<file path="config.mk">
export PLATFORM = sky130hd
export DESIGN_NAME = cir_cfg
export DESIGN_NICKNAME = d
export VERILOG_FILES = /design/src/hdl/cir_pkg.sv /design/src/hdl/cir_cfg.sv
export SDC_FILE = /design/constraint.sdc
export NUM_CORES = 1
export LEC_CHECK = 0
export BUFFER_PORTS_ARGS = -buffer_cell sky130_fd_sc_hd__buf_2
export CAP_MARGIN = 10
export CORE_AREA = 2 2 79 81
export DETAILED_ROUTE_END_ITERATION = 10
export DIE_AREA = 0 0 81 83
export PLACE_DENSITY = 0.73
export SYNTH_ARGS = -nofsm -noshare
export SYNTH_HDL_FRONTEND = slang
export SYNTH_SLANG_ARGS = --single-unit
</file>
<file path="constraint.sdc">
create_clock -name clk -period 1.1 [get_ports clk]
set_input_delay 0.055 -clock clk [delete_from_list [all_inputs] [get_ports clk]]
set_output_delay 0.055 -clock clk [all_outputs]
set_load 0.01 [all_outputs]
</file>
<file path="src/hdl/cir_pkg.sv">
// Shared types, widths and register constants of the contact impulse resolver.
`timescale 1ns / 1ps
`default_nettype none

package cir_pkg;

  localparam int NUM_STAGES = 30;

  localparam logic [0:0] REG_PERCENT = 1'b0;
  localparam logic [0:0] REG_SLOP    = 1'b1;

  localparam logic [16:0] PERCENT_RESET = 17'd6554;
  localparam logic [30:0] SLOP_RESET    = 31'd3277;
  localparam logic [16:0] ONE_Q16       = 17'd65536;

  // Pipeline stages that do work on the item.
  localparam int ST_PROD  = 1;
  localparam int ST_VN    = 2;
  localparam int ST_SCALE = 3;
  localparam int DIV_LAST = 25;
  localparam int ST_RB    = 26;
  localparam int ST_PART  = 27;
  localparam int ST_SHARE = 28;
  localparam int ST_ALONG = 29;

  typedef struct packed {
    logic [16:0] percent;
    logic [30:0] slop;
  } cfg_t;

  typedef struct packed {
    logic               mode;
    logic signed [31:0] ax;
    logic signed [31:0] ay;
    logic signed [31:0] bx;
    logic signed [31:0] by;
    logic [30:0]        ima;
    logic [30:0]        imb;
    logic signed [15:0] nx;
    logic signed [15:0] ny;
    logic signed [32:0] dx;
    logic signed [32:0] dy;
    logic [31:0]        sum;
    logic [16:0]        e;
    logic [16:0]        pct;
    logic [30:0]        d;
    logic signed [48:0] px;
    logic signed [48:0] py;
    logic [47:0]        dq;
    logic [35:0]        m;
    logic               apply;
    logic               fault;
    logic [36:0]        s;
    logic [31:0]        rem;
    logic [24:0]        qa;
    logic [24:0]        qb;
    logic [43:0]        pa_lo;
    logic [42:0]        pa_hi;
    logic [43:0]        pb_lo;
    logic [42:0]        pb_hi;
    logic [36:0]        ka;
    logic [36:0]        kb;
    logic [52:0]        mxa;
    logic [52:0]        mya;
    logic [52:0]        mxb;
    logic [52:0]        myb;
  } pipe_t;

endpackage

`default_nettype wire

</file>
<file path="src/hdl/cir_cfg.sv">
// APB-style configuration registers of the contact impulse resolver.
`timescale 1ns / 1ps
`default_nettype none

module cir_cfg (
  input  wire logic          clk,
  input  wire logic          rst_n,
  input  wire logic          psel,
  input  wire logic          penable,
  input  wire logic          pwrite,
  input  wire logic [2:0]    paddr,
  input  wire logic [31:0]   pwdata,
  output logic      [31:0]   prdata,
  output logic               pready,
  output cir_pkg::cfg_t      cfg
);

  cir_pkg::cfg_t cfg_r;
  cir_pkg::cfg_t cfg_nxt;
  logic          wr_en;

  assign pready = 1'b1;
  assign wr_en  = psel & penable & pwrite;

  always_comb begin
    cfg_nxt = cfg_r;
    if (wr_en) begin
      case (paddr[2])
        cir_pkg::REG_PERCENT: cfg_nxt.percent = pwdata[16:0];
        cir_pkg::REG_SLOP:    cfg_nxt.slop    = pwdata[30:0];
        default:              cfg_nxt = cfg_r;
      endcase
    end
  end

  always_ff @(posedge clk) begin
    if (!rst_n) begin
      cfg_r.percent <= cir_pkg::PERCENT_RESET;
      cfg_r.slop    <= cir_pkg::SLOP_RESET;
    end else begin
      cfg_r <= cfg_nxt;
    end
  end

  always_comb begin
    case (paddr[2])
      cir_pkg::REG_PERCENT: prdata = {15'd0, cfg_r.percent};
      cir_pkg::REG_SLOP:    prdata = {1'b0, cfg_r.slop};
      default:              prdata = 32'd0;
    endcase
  end

  assign cfg = cfg_r;

endmodule

`default_nettype wire

</file>
* Yosys cells after proc, flatten, opt, wreduce, memory -nomap -nowiden
Cells that the tools add are included.
** Word-level totals
- Word-level logic and storage cells :: 8
- Register bits after elaboration :: 48
- Bits of input ports :: 40
- Output and inout bits :: 81
** Operators by class
- Muxes and demuxes :: 1
- Reductions and logical operators :: 2
- Bitwise operators :: 3
** Operator list (number)
- one-hot mux 32 bit (2 select lines) :: 1
- AND reduction 2 bit :: 2
- AND 1 bit :: 2
- NOT 1 bit :: 1

* Logic depth before layout (Yosys ltp)
Gate-level depths: netlist of run 1.
- Depth in word-level cells :: 3
- Gate-level depth with buffers :: 5
- Mapped depth without buffers :: 2

* Worst setup path after synthesis of run 1
Ideal clock, no wire load.
- Kind :: input port to flip-flop
- Start :: input paddr[2]
- End :: register cfg_r (netlist bit cfg[36])
- Cell stages on the path :: 5
- Arrival time :: 0.843 ns
- Required time :: 1.028 ns
- Path slack :: 0.185 ns
- Path through :: buf_6 > and4b_1 > buf_6 > buf_12 > mux2i_1
** Between the ends
- Cells in the longest elaborated chain, start to end :: 2
** Ends and longest elaborated chain
- start, declared :: RTL line cir_cfg.sv:11 : input wire logic [2:0] paddr,
- NOT 1 bit
- AND reduction 2 bit (no source line)
- end signal, assigned :: RTL line cir_cfg.sv:41 : cfg_r <= cfg_nxt;
- end, declared :: RTL line cir_cfg.sv:18 : cir_pkg::cfg_t cfg_r;
Every way passes these cells.
A chain may end at the register's enable or synchronous reset.

* Worst setup path after layout of run 1
- Start :: register cfg_r (netlist bit cfg[41])
- End :: output prdata[10]
** Between the ends
- Cells in the longest elaborated chain, start to end :: 1
** Ends and longest elaborated chain
- one-hot mux 32 bit (2 select lines) :: RTL line cir_cfg.sv:46 : case (paddr[2])
- end, declared :: RTL line cir_cfg.sv:13 : output logic [31:0] prdata,
Every way passes these cells. The select of a mux whose other input is x is not followed.

==> results of run 1 <==
==> what timing repair did <==
item | 4_1_cts | 5_1_grt
hold buffers | 2 | 1
hold endpoints to repair | 2 | 1
cloned | 0 | 0
gates resized for setup | 1 | 31
buffers inserted | 0 | 3
endpoints found under the setup margin | 1 | 14
==> area by class of cell <==
cell class / count / area (um2) / area share (%)
Sequential cell: 48 / 986 / 30.9
Multi-Input combinational cell: 171 / 1200 / 37.6
Tap cell: 75 / 93.8 / 2.94
Clock buffer: 8 / 90.1 / 2.82
Timing Repair Buffer: 129 / 820 / 25.7
==> cell usage after synthesis <==
cell type  count
and4b_1        1
mux2_2        17
conb_1         2
buf_2          6
nand4_1        1
buf_12         1
mux2i_1       48
buf_6          4
and2_1        14
clkbuf_1       7
nand2_1       62
nor2b_1       25
buf_4          3
and4_1         1
dfxtp_1       48
==> power breakdown <==
| group | internal (W) | switching [W] |
|---|---|---|
| clock | 0.000513 | 0.000539 |
| combinational | 0.000259 | 0.000230 |
| sequential | 0.00178 | 0.0000269 |
| total | 0.00255 | 0.000796 |
==> logic make-up (layout without fill, tap and decap cells) <==
| group | after synthesis | after routing |
|---|---|---|
| and+or+nand+nor | 104 | 104 |
| DFF | 48 | 48 |
| other | 2 | 2 |
| muxes | 65 | 65 |
| buffers and inverters | 21 | 137 |
==> worst paths after layout <==
| path | from | endpoint | cells past startpoint |
|---|---|---|---|
| worst min register to register | cfg[47] | cfg[47] | 2 |
| worst max-delay path | cfg[41] | prdata[10] | 2 |
| worst min-delay path | pwdata[17] | cfg[17] | 3 |
| worst max register to register | cfg[34] | cfg[34] | 2 |
==> critical path: cells and delay by family, from the launching register on <==
kind | cells | cell delay (ns)
DFF | 1 | 0.34
muxes | 1 | 0.28
buffers and inverters | 1 | 0.12
==> per-layer routing <==
metal,vias up,global-route usage [%],wire (um)
li1,999,-,-
met1,904,17.9,2360
met2,71,26.6,2450
met3,7,3.70,366
met4,0,4.16,54
met5,-,0,0
==> per-stage QoR <==
stage | hold WS, ns | area [um2] | std cells
2_1_floorplan | 0.197 | 2290 | 240
6_report | 0.00647 | 3190 | 431
3_5_place_dp | 0.310 | 2960 | 417
5_1_grt | 0.00341 | 3190 | 431
4_1_cts | 0.00130 | 3070 | 427
3_3_place_gp | 0.303 | 2960 | 417
==> results.toml, run 1 <==
[synthesis]
synth_area_leaders = "dfxtp_1 42%, mux2i_1 21%, nand2_1 10%, mux2_2 8.4%, nor2b_1 6.8%"
synth_fp_nets = 280
synth_compound_area_share_pct = 0
synth_top_family_by_area = "multiplexers"
synthSimpleGateAreaFrac_pct = 21.9
synth_xor_area_share_pct = 0
syn-cell-area_um2 = 2290
syn_inst = 240
yosysSeqAreaShare_pct = 42.0
avgSynthCellArea_um2 = 9.52
ys_warn_count = 0
synth_seq_cells = 48
yosys.area.top_type_share_pct = 42.0
yosys.area.top_type = "dfxtp_1"
yosys.area_share.adder_pct = 0
synth.area.mux_share_pct = 29.4
ys_types = 15

[sta]
setup_ws_ns = 0.0210
min_period_over_period_pct = 98.1
tns_ns = 0
finalMaxSlewViolations = 0
min_period_ns = 1.08
rsz0062_at_grt = "true"
max_freq_mhz = 927
finalSetupViolCount = 0
final_hold_viol_count = 0
skew_ns = 0

[detailed_routing]
num_vias = 1981
routed_wl_um = 5230
routedWlPerCell_um = 12.1
drc = 0
dr.first_iter.drc_count = 58
viasPerCell = 4.60
drtAntennaViolNets = 0
first_pass_iters = 3

[clocking]
cts-root-buf = "clkbuf_8"
htreeDepth = 2
numCtsBuffers = 5
max-clock-path-buffers = 2
cts_tree = "done"
cts_sinks = 48
clk_pin_slew_worst_paths_ns = 0.08
clkLatencyLatePin_ns = 0.29

[cells_and_area]
mostFrequentLayoutCells = "108 x buf_2, 62 x nand2_1, 48 x mux2i_1"
final_common_cell = "buf_2"
largest_register_ffs = 48
synthToLayoutAreaGrowth_pct = 39.6
fin_util_pct = 54.9
fin_nets = 395
fillers = 564
layout-drive-gt1-share_pct = 47.8
antenna_cells = 0

[setup_path]
max_stage_delay_ns = 0.34
startpoint_type = "flop"
arrival_ns = 1.02
crit_required_ns = 1.04
cp_slowest_cell = "dfxtp_2"
critPathKind = "flop to output port"
path_max_fanout = 3
cp-end-kind = "output port"
r2r_slack_ns = 0.48
path_cells = "mux2_4 > buf_6"

[run_status]
status = "finished clean"

[grt]
antenna_found_initial = 0
grt_start_max_net_pins = 49
grt_remaining_overflow = 0
grt_pass1_vias = 1856
grt_first_pass_wirelength_um = 8260
track_usage_pct = 15.1

[die]
ios = 121
die_x_um = 81
dieArea_um2 = 6720
start_util_pct = 39.3
core-area_um2 = 5820
rows = 28
fp.dieH_um = 83

[power]
max-vdd-ir-drop_mv = 0.503
powerDensity_nw_per_um2 = 1050
leakage_nw = 1.47
p_total_w = 0.00335

[flow_run]
cap_violations = 0

[placement]
io_buffers = 115
place_congestion = 0.672
dp_hpwl_um = 3760
pre_cts_ws_ns = 0.0654

[worst_hold_path]
min_path_type = "input port to flop"
Note: power is estimated with default switching activity, not from simulation.
==> run 2, diff against run 1 <==
--- a/config.mk
+++ b/config.mk
@@ -7,10 +7,10 @@
 export LEC_CHECK = 0
 export BUFFER_PORTS_ARGS = -buffer_cell sky130_fd_sc_hd__buf_2
 export CAP_MARGIN = 10
-export CORE_AREA = 2 2 79 81
+export CORE_AREA = 2 2 75 77
 export DETAILED_ROUTE_END_ITERATION = 10
-export DIE_AREA = 0 0 81 83
-export PLACE_DENSITY = 0.73
+export DIE_AREA = 0 0 77 79
+export PLACE_DENSITY = 0.8
 export SYNTH_ARGS = -nofsm -noshare
 export SYNTH_HDL_FRONTEND = slang
 export SYNTH_SLANG_ARGS = --single-unit
==> run 2 against run 1 <==
Against the previous run: clock power about the same; global-route usage increased by 1.5 points; critical path type unchanged; largest power group unchanged; clock-buffer cell count unchanged.
==> results.toml, run 2 (synthesized netlist as in run 1, its figures left out) <==
[placement]
place_congestion = 0.689
dp_cells = 414
placed_area_um2 = 2930
dp_hpwl_um = 3600
io_buffers = 115

[power]
powerDensity_nw_per_um2 = 1020
max-vdd-ir-drop_mv = 0.496
p_clk_share_pct = 31.3
combPwrFrac_pct = 15.6
p_sw_w = 0.000816
p_seq_share_pct = 53.1
switching_share_pct = 24.0
leakage_nw = 1.54
internal_power_w = 0.00258

[die]
start_util_pct = 42.8
ios = 121
dieArea_um2 = 6080
fp.dieH_um = 79
die_x_um = 77
core-area_um2 = 5340
rows = 27

[detailed_routing]
wl_met3_um = 374
dr_wl_met2_um = 2670
drtAntennaViolNets = 0
wl_met1_um = 2340
dr.first_iter.drc_count = 61
viasPerCell = 4.60
drc = 0
first_pass_iters = 4
num_vias = 2019
routedWlPerCell_um = 12.4
routed_wl_um = 5450
top_layer = "met4"

[sta]
final_hold_viol_count = 0
finalSetupViolCount = 0
min_period_over_period_pct = 98.9
finalMaxSlewViolations = 0
rsz0062_at_grt = "true"
min_period_ns = 1.09
skew_ns = 0
max_freq_mhz = 919
tns_ns = 0

[clocking]
cts_sinks = 48
cts_tree = "done"
numCtsBuffers = 5
clkLatencyLatePin_ns = 0.29
clk_pin_slew_worst_paths_ns = 0.08
htreeDepth = 2
cts-root-buf = "clkbuf_8"
max-clock-path-buffers = 2

[setup_path]
startpoint_type = "flop"
path_buf_inv = 1
crit_required_ns = 1.04
path_max_fanout = 3
critPathKind = "flop to output port"
cp_slowest_cell = "dfxtp_2"
max_stage_delay_ns = 0.34
arrival_ns = 1.03
path_cells = "mux2_4 > buf_6"
cp-end-kind = "output port"
cp_top_family = "flip-flops"

[cells_and_area]
synthToLayoutAreaGrowth_pct = 46.1
largest_register_ffs = 48
layout-drive-gt1-share_pct = 50.4
mostFrequentLayoutCells = "100 x buf_2, 62 x nand2_1, 48 x mux2i_1"
fin_nets = 406
final_common_cell = "buf_2"
antenna_cells = 0
fin_cells = 439
design_area_um2 = 3340

[grt]
track_usage_pct = 16.6
antenna_found_initial = 0
grt_remaining_overflow = 0
grt_pass1_vias = 1829
grt_first_pass_wirelength_um = 8200
grt_start_max_net_pins = 48

[flow_run]
cap_violations = 0

[worst_hold_path]
min_path_type = "input port to flop"

[run_status]
status = "finished clean"
-- run 2: cell count changes in the layout (fill, tap and decap cells not counted), moves of 5 or more --
cell	delta
buf_6	+8
dfxtp_2	+12
buf_4	+5
dlygate4sd3_1	+8
buf_2	-8
dfxtp_1	-12
-- run 2: stage by stage --
| step | setup slack (ns) | power, W | utilization (%) | hold slack, ns |
|---|---|---|---|---|
| CTS | 0.0000255 | 0.00337 | 58.5 | 0.000749 |
| floorplan | 0.185 | 0.00211 | - | 0.197 |
| finish | 0.0120 | 0.00340 | 62.6 | 0.00552 |
| detailed placement | 0.0811 | 0.00228 | 54.9 | 0.312 |
| global placement | 0.110 | 0.00228 | 54.9 | 0.304 |
| global route | -0.0191 | 0.00358 | 62.6 | 0.00365 |
-- run 2: tightest hold or removal path: cells and delay by family --
family / cells / cell delay [ns]
AND/OR/NAND/NOR: 1 / 0.05
buffers and inverters: 1 / 0.10
multiplexers: 1 / 0.06
-- run 2: final timing paths --
kind	from	endpoint	slack, ns	depth (start not counted)
max reg2reg	cfg[35]	cfg[35]	0.34	3
min reg2reg	cfg[16]	cfg[16]	0.47	2
min	pwdata[1]	cfg[1]	0.006	3
max	cfg[32]	prdata[1]	0.01	2
-- run 2: layout make-up --
class / instances / area, um2
fillers: 468 / 2000
multi-input cells: 171 / 1210
flip-flops and latches: 48 / 1000
repair buffers: 140 / 947
clock buffers: 8 / 90.1
well taps: 72 / 90.1
-- run 2: power groups by stage --
stage	logic, W	clock network [W]	registers [W]
after CTS	0.000472	0.00110	0.00180
after global routing	0.000576	0.00119	0.00181
after floorplan	0.000248	0	0.00186
after detailed placement	0.000443	0	0.00184
final	0.000529	0.00106	0.00181
after global placement	0.000436	0	0.00184
-- run 2: repair_timing --
item                                    CTS  global route
endpoints found under the setup margin    0            17
buffers inserted                          0             6
gates resized for setup                   0            55
hold buffers                             10             1
endpoints found under the hold margin    10             1
-- run 2: layer usage --
layer	vias up	track usage, %
met3	8	5.00
met1	911	19.5
met4	0	5.00
li1	1024	-
met5	-	0
met2	76	29.1
==> run 3, diff against run 2 <==
--- a/config.mk
+++ b/config.mk
@@ -6,10 +6,12 @@
 export NUM_CORES = 1
 export LEC_CHECK = 0
 export BUFFER_PORTS_ARGS = -buffer_cell sky130_fd_sc_hd__buf_2
-export CAP_MARGIN = 10
+export CAP_MARGIN = 20
 export CORE_AREA = 2 2 75 77
 export DETAILED_ROUTE_END_ITERATION = 10
 export DIE_AREA = 0 0 77 79
+export GPL_ROUTABILITY_DRIVEN = 0
+export HOLD_SLACK_MARGIN = 0.05
 export PLACE_DENSITY = 0.8
 export SYNTH_ARGS = -nofsm -noshare
 export SYNTH_HDL_FRONTEND = slang
==> run 3 against run 2 <==
Against the previous run: critical path depth unchanged; sequential cell count unchanged; largest power group unchanged; via count increased by 5.7%; combinational power rose by 11%; highest routed layer unchanged; clock skew unchanged; power rose by 1.9%; register-to-register slack is essentially flat; first-iteration DRC count is 34% lower; setup slack improved by 0.0031 ns; critical path type unchanged; routed wire length rose by 8.2%; largest cell class unchanged; maximum frequency is 0.28% higher.
==> results.toml, run 3 (synthesized netlist as in run 1, its figures left out) <==
[run_status]
status = "finished clean"

[die]
core-area_um2 = 5340
dieArea_um2 = 6080
start_util_pct = 42.8
fp.dieH_um = 79
rows = 27
ios = 121
die_x_um = 77

[setup_path]
cp-end-kind = "output port"
arrival_ns = 1.03
path_max_fanout = 3
max_stage_delay_ns = 0.33
critPathKind = "flop to output port"
path_cells = "mux2_4 > buf_6"
startpoint_type = "flop"
crit_required_ns = 1.04
cp_slowest_cell = "dfxtp_2"

[clocking]
cts_sinks = 48
htreeDepth = 2
cts-root-buf = "clkbuf_8"
max-clock-path-buffers = 2
cts_tree = "done"
clkLatencyLatePin_ns = 0.29
numCtsBuffers = 5
clk_pin_slew_worst_paths_ns = 0.08

[cells_and_area]
design_area_um2 = 3540
largest_register_ffs = 48
regArea_um2 = 1000
synthToLayoutAreaGrowth_pct = 55.0
final_common_cell = "buf_2"
layout-drive-gt1-share_pct = 47.5
fin_nets = 426
fin_util_pct = 66.4
fillers = 435
fin_cells = 460
multi_input_area_um2 = 1210
mostFrequentLayoutCells = "100 x buf_2, 62 x nand2_1, 48 x mux2i_1"

[power]
p_sw_w = 0.000834
switching_share_pct = 24.1
internal_power_w = 0.00263
leakage_nw = 1.62
powerDensity_nw_per_um2 = 978
max-vdd-ir-drop_mv = 0.512
p_clk_share_pct = 30.8
p_seq_share_pct = 52.1
combPwrFrac_pct = 17.0

[detailed_routing]
drc = 0
drtAntennaViolNets = 0
routedWlPerCell_um = 12.8
dr.first_iter.drc_count = 40
viasPerCell = 4.64
routed_wl_um = 5890
num_vias = 2135
first_pass_iters = 4

[flow_run]
cap_violations = 0

[sta]
skew_ns = 0
finalSetupViolCount = 0
max_freq_mhz = 922
final_hold_viol_count = 0
min_period_ns = 1.08
hold-worst-slack_ns = 0.221
rsz0062_at_grt = "true"
min_period_over_period_pct = 98.6
setup_ws_ns = 0.0150
finalMaxSlewViolations = 0

[grt]
track_usage_pct = 17.7
antenna_found_initial = 0
grt_pass1_vias = 1934
grt_first_pass_wirelength_um = 8710
grt_start_max_net_pins = 48
grt_remaining_overflow = 0

[worst_hold_path]
min_path_type = "input port to flop"

[placement]
dp_hpwl_um = 3600
placed_area_um2 = 2930
pre_cts_ws_ns = 0.0811
dp_cells = 414
io_buffers = 115
run 3: cell count changes in the layout (fill, tap and decap cells not counted):
cell	delta
dfxtp_1	+1
dlygate4sd3_1	+20
diode_2	+1
dfxtp_2	-1
run 3: power by group through the flow:
stage / Sequential (W) / Clock (W) / Combinational [W]
floorplan: 0.00186 / 0 / 0.000248
global placement: 0.00184 / 0 / 0.000436
detailed placement: 0.00184 / 0 / 0.000443
CTS: 0.00180 / 0.00110 / 0.000529
global route: 0.00181 / 0.00118 / 0.000636
finish: 0.00181 / 0.00107 / 0.000589
run 3: worst max-delay path: cells and delay by family, from the launching register on:
family,cells,cell delay [ns]
multiplexers,1,0.28
buffers and inverters,1,0.13
flip-flops,1,0.33
run 3: layout make-up:
type / instances / share of cell area [%]
Tap cell: 72 / 2.54
Sequential cell: 48 / 28.2
Clock buffer: 8 / 2.54
Multi-Input combinational cell: 171 / 34.2
Antenna cell: 1 / 0.0706
Timing Repair Buffer: 160 / 32.4
run 3: what timing repair did:
action	CTS	global route
resized for setup	0	54
buffers inserted	0	6
endpoints found under the hold margin	45	0
endpoints found under the setup margin	0	17
hold buffers	31	0
run 3: worst paths after layout:
| check | from | to | slack [ns] | cells after the start |
|---|---|---|---|---|
| worst max-delay path | cfg[31] | prdata[0] | 0.02 | 2 |
| worst min-delay path | rst_n | cfg[47] | 0.22 | 4 |
| worst max register to register | cfg[35] | cfg[35] | 0.35 | 3 |
| worst min register to register | cfg[16] | cfg[16] | 0.47 | 2 |
run 3: per-stage QoR:
step                      TNS, ns  total power (W)
after floorplan                 0          0.00211
after global placement          0          0.00228
after detailed placement        0          0.00228
after CTS                       0          0.00343
after global routing       -0.188          0.00363
final                           0          0.00346
run 3: layer usage:
layer,vias to the layer above,GRT usage (%),part of all wire (%)
li1,1068,-,-
met3,6,4.77,6.1
met2,81,32.1,51
met4,0,6.43,0.87
met1,980,20.0,42
met5,-,0,0
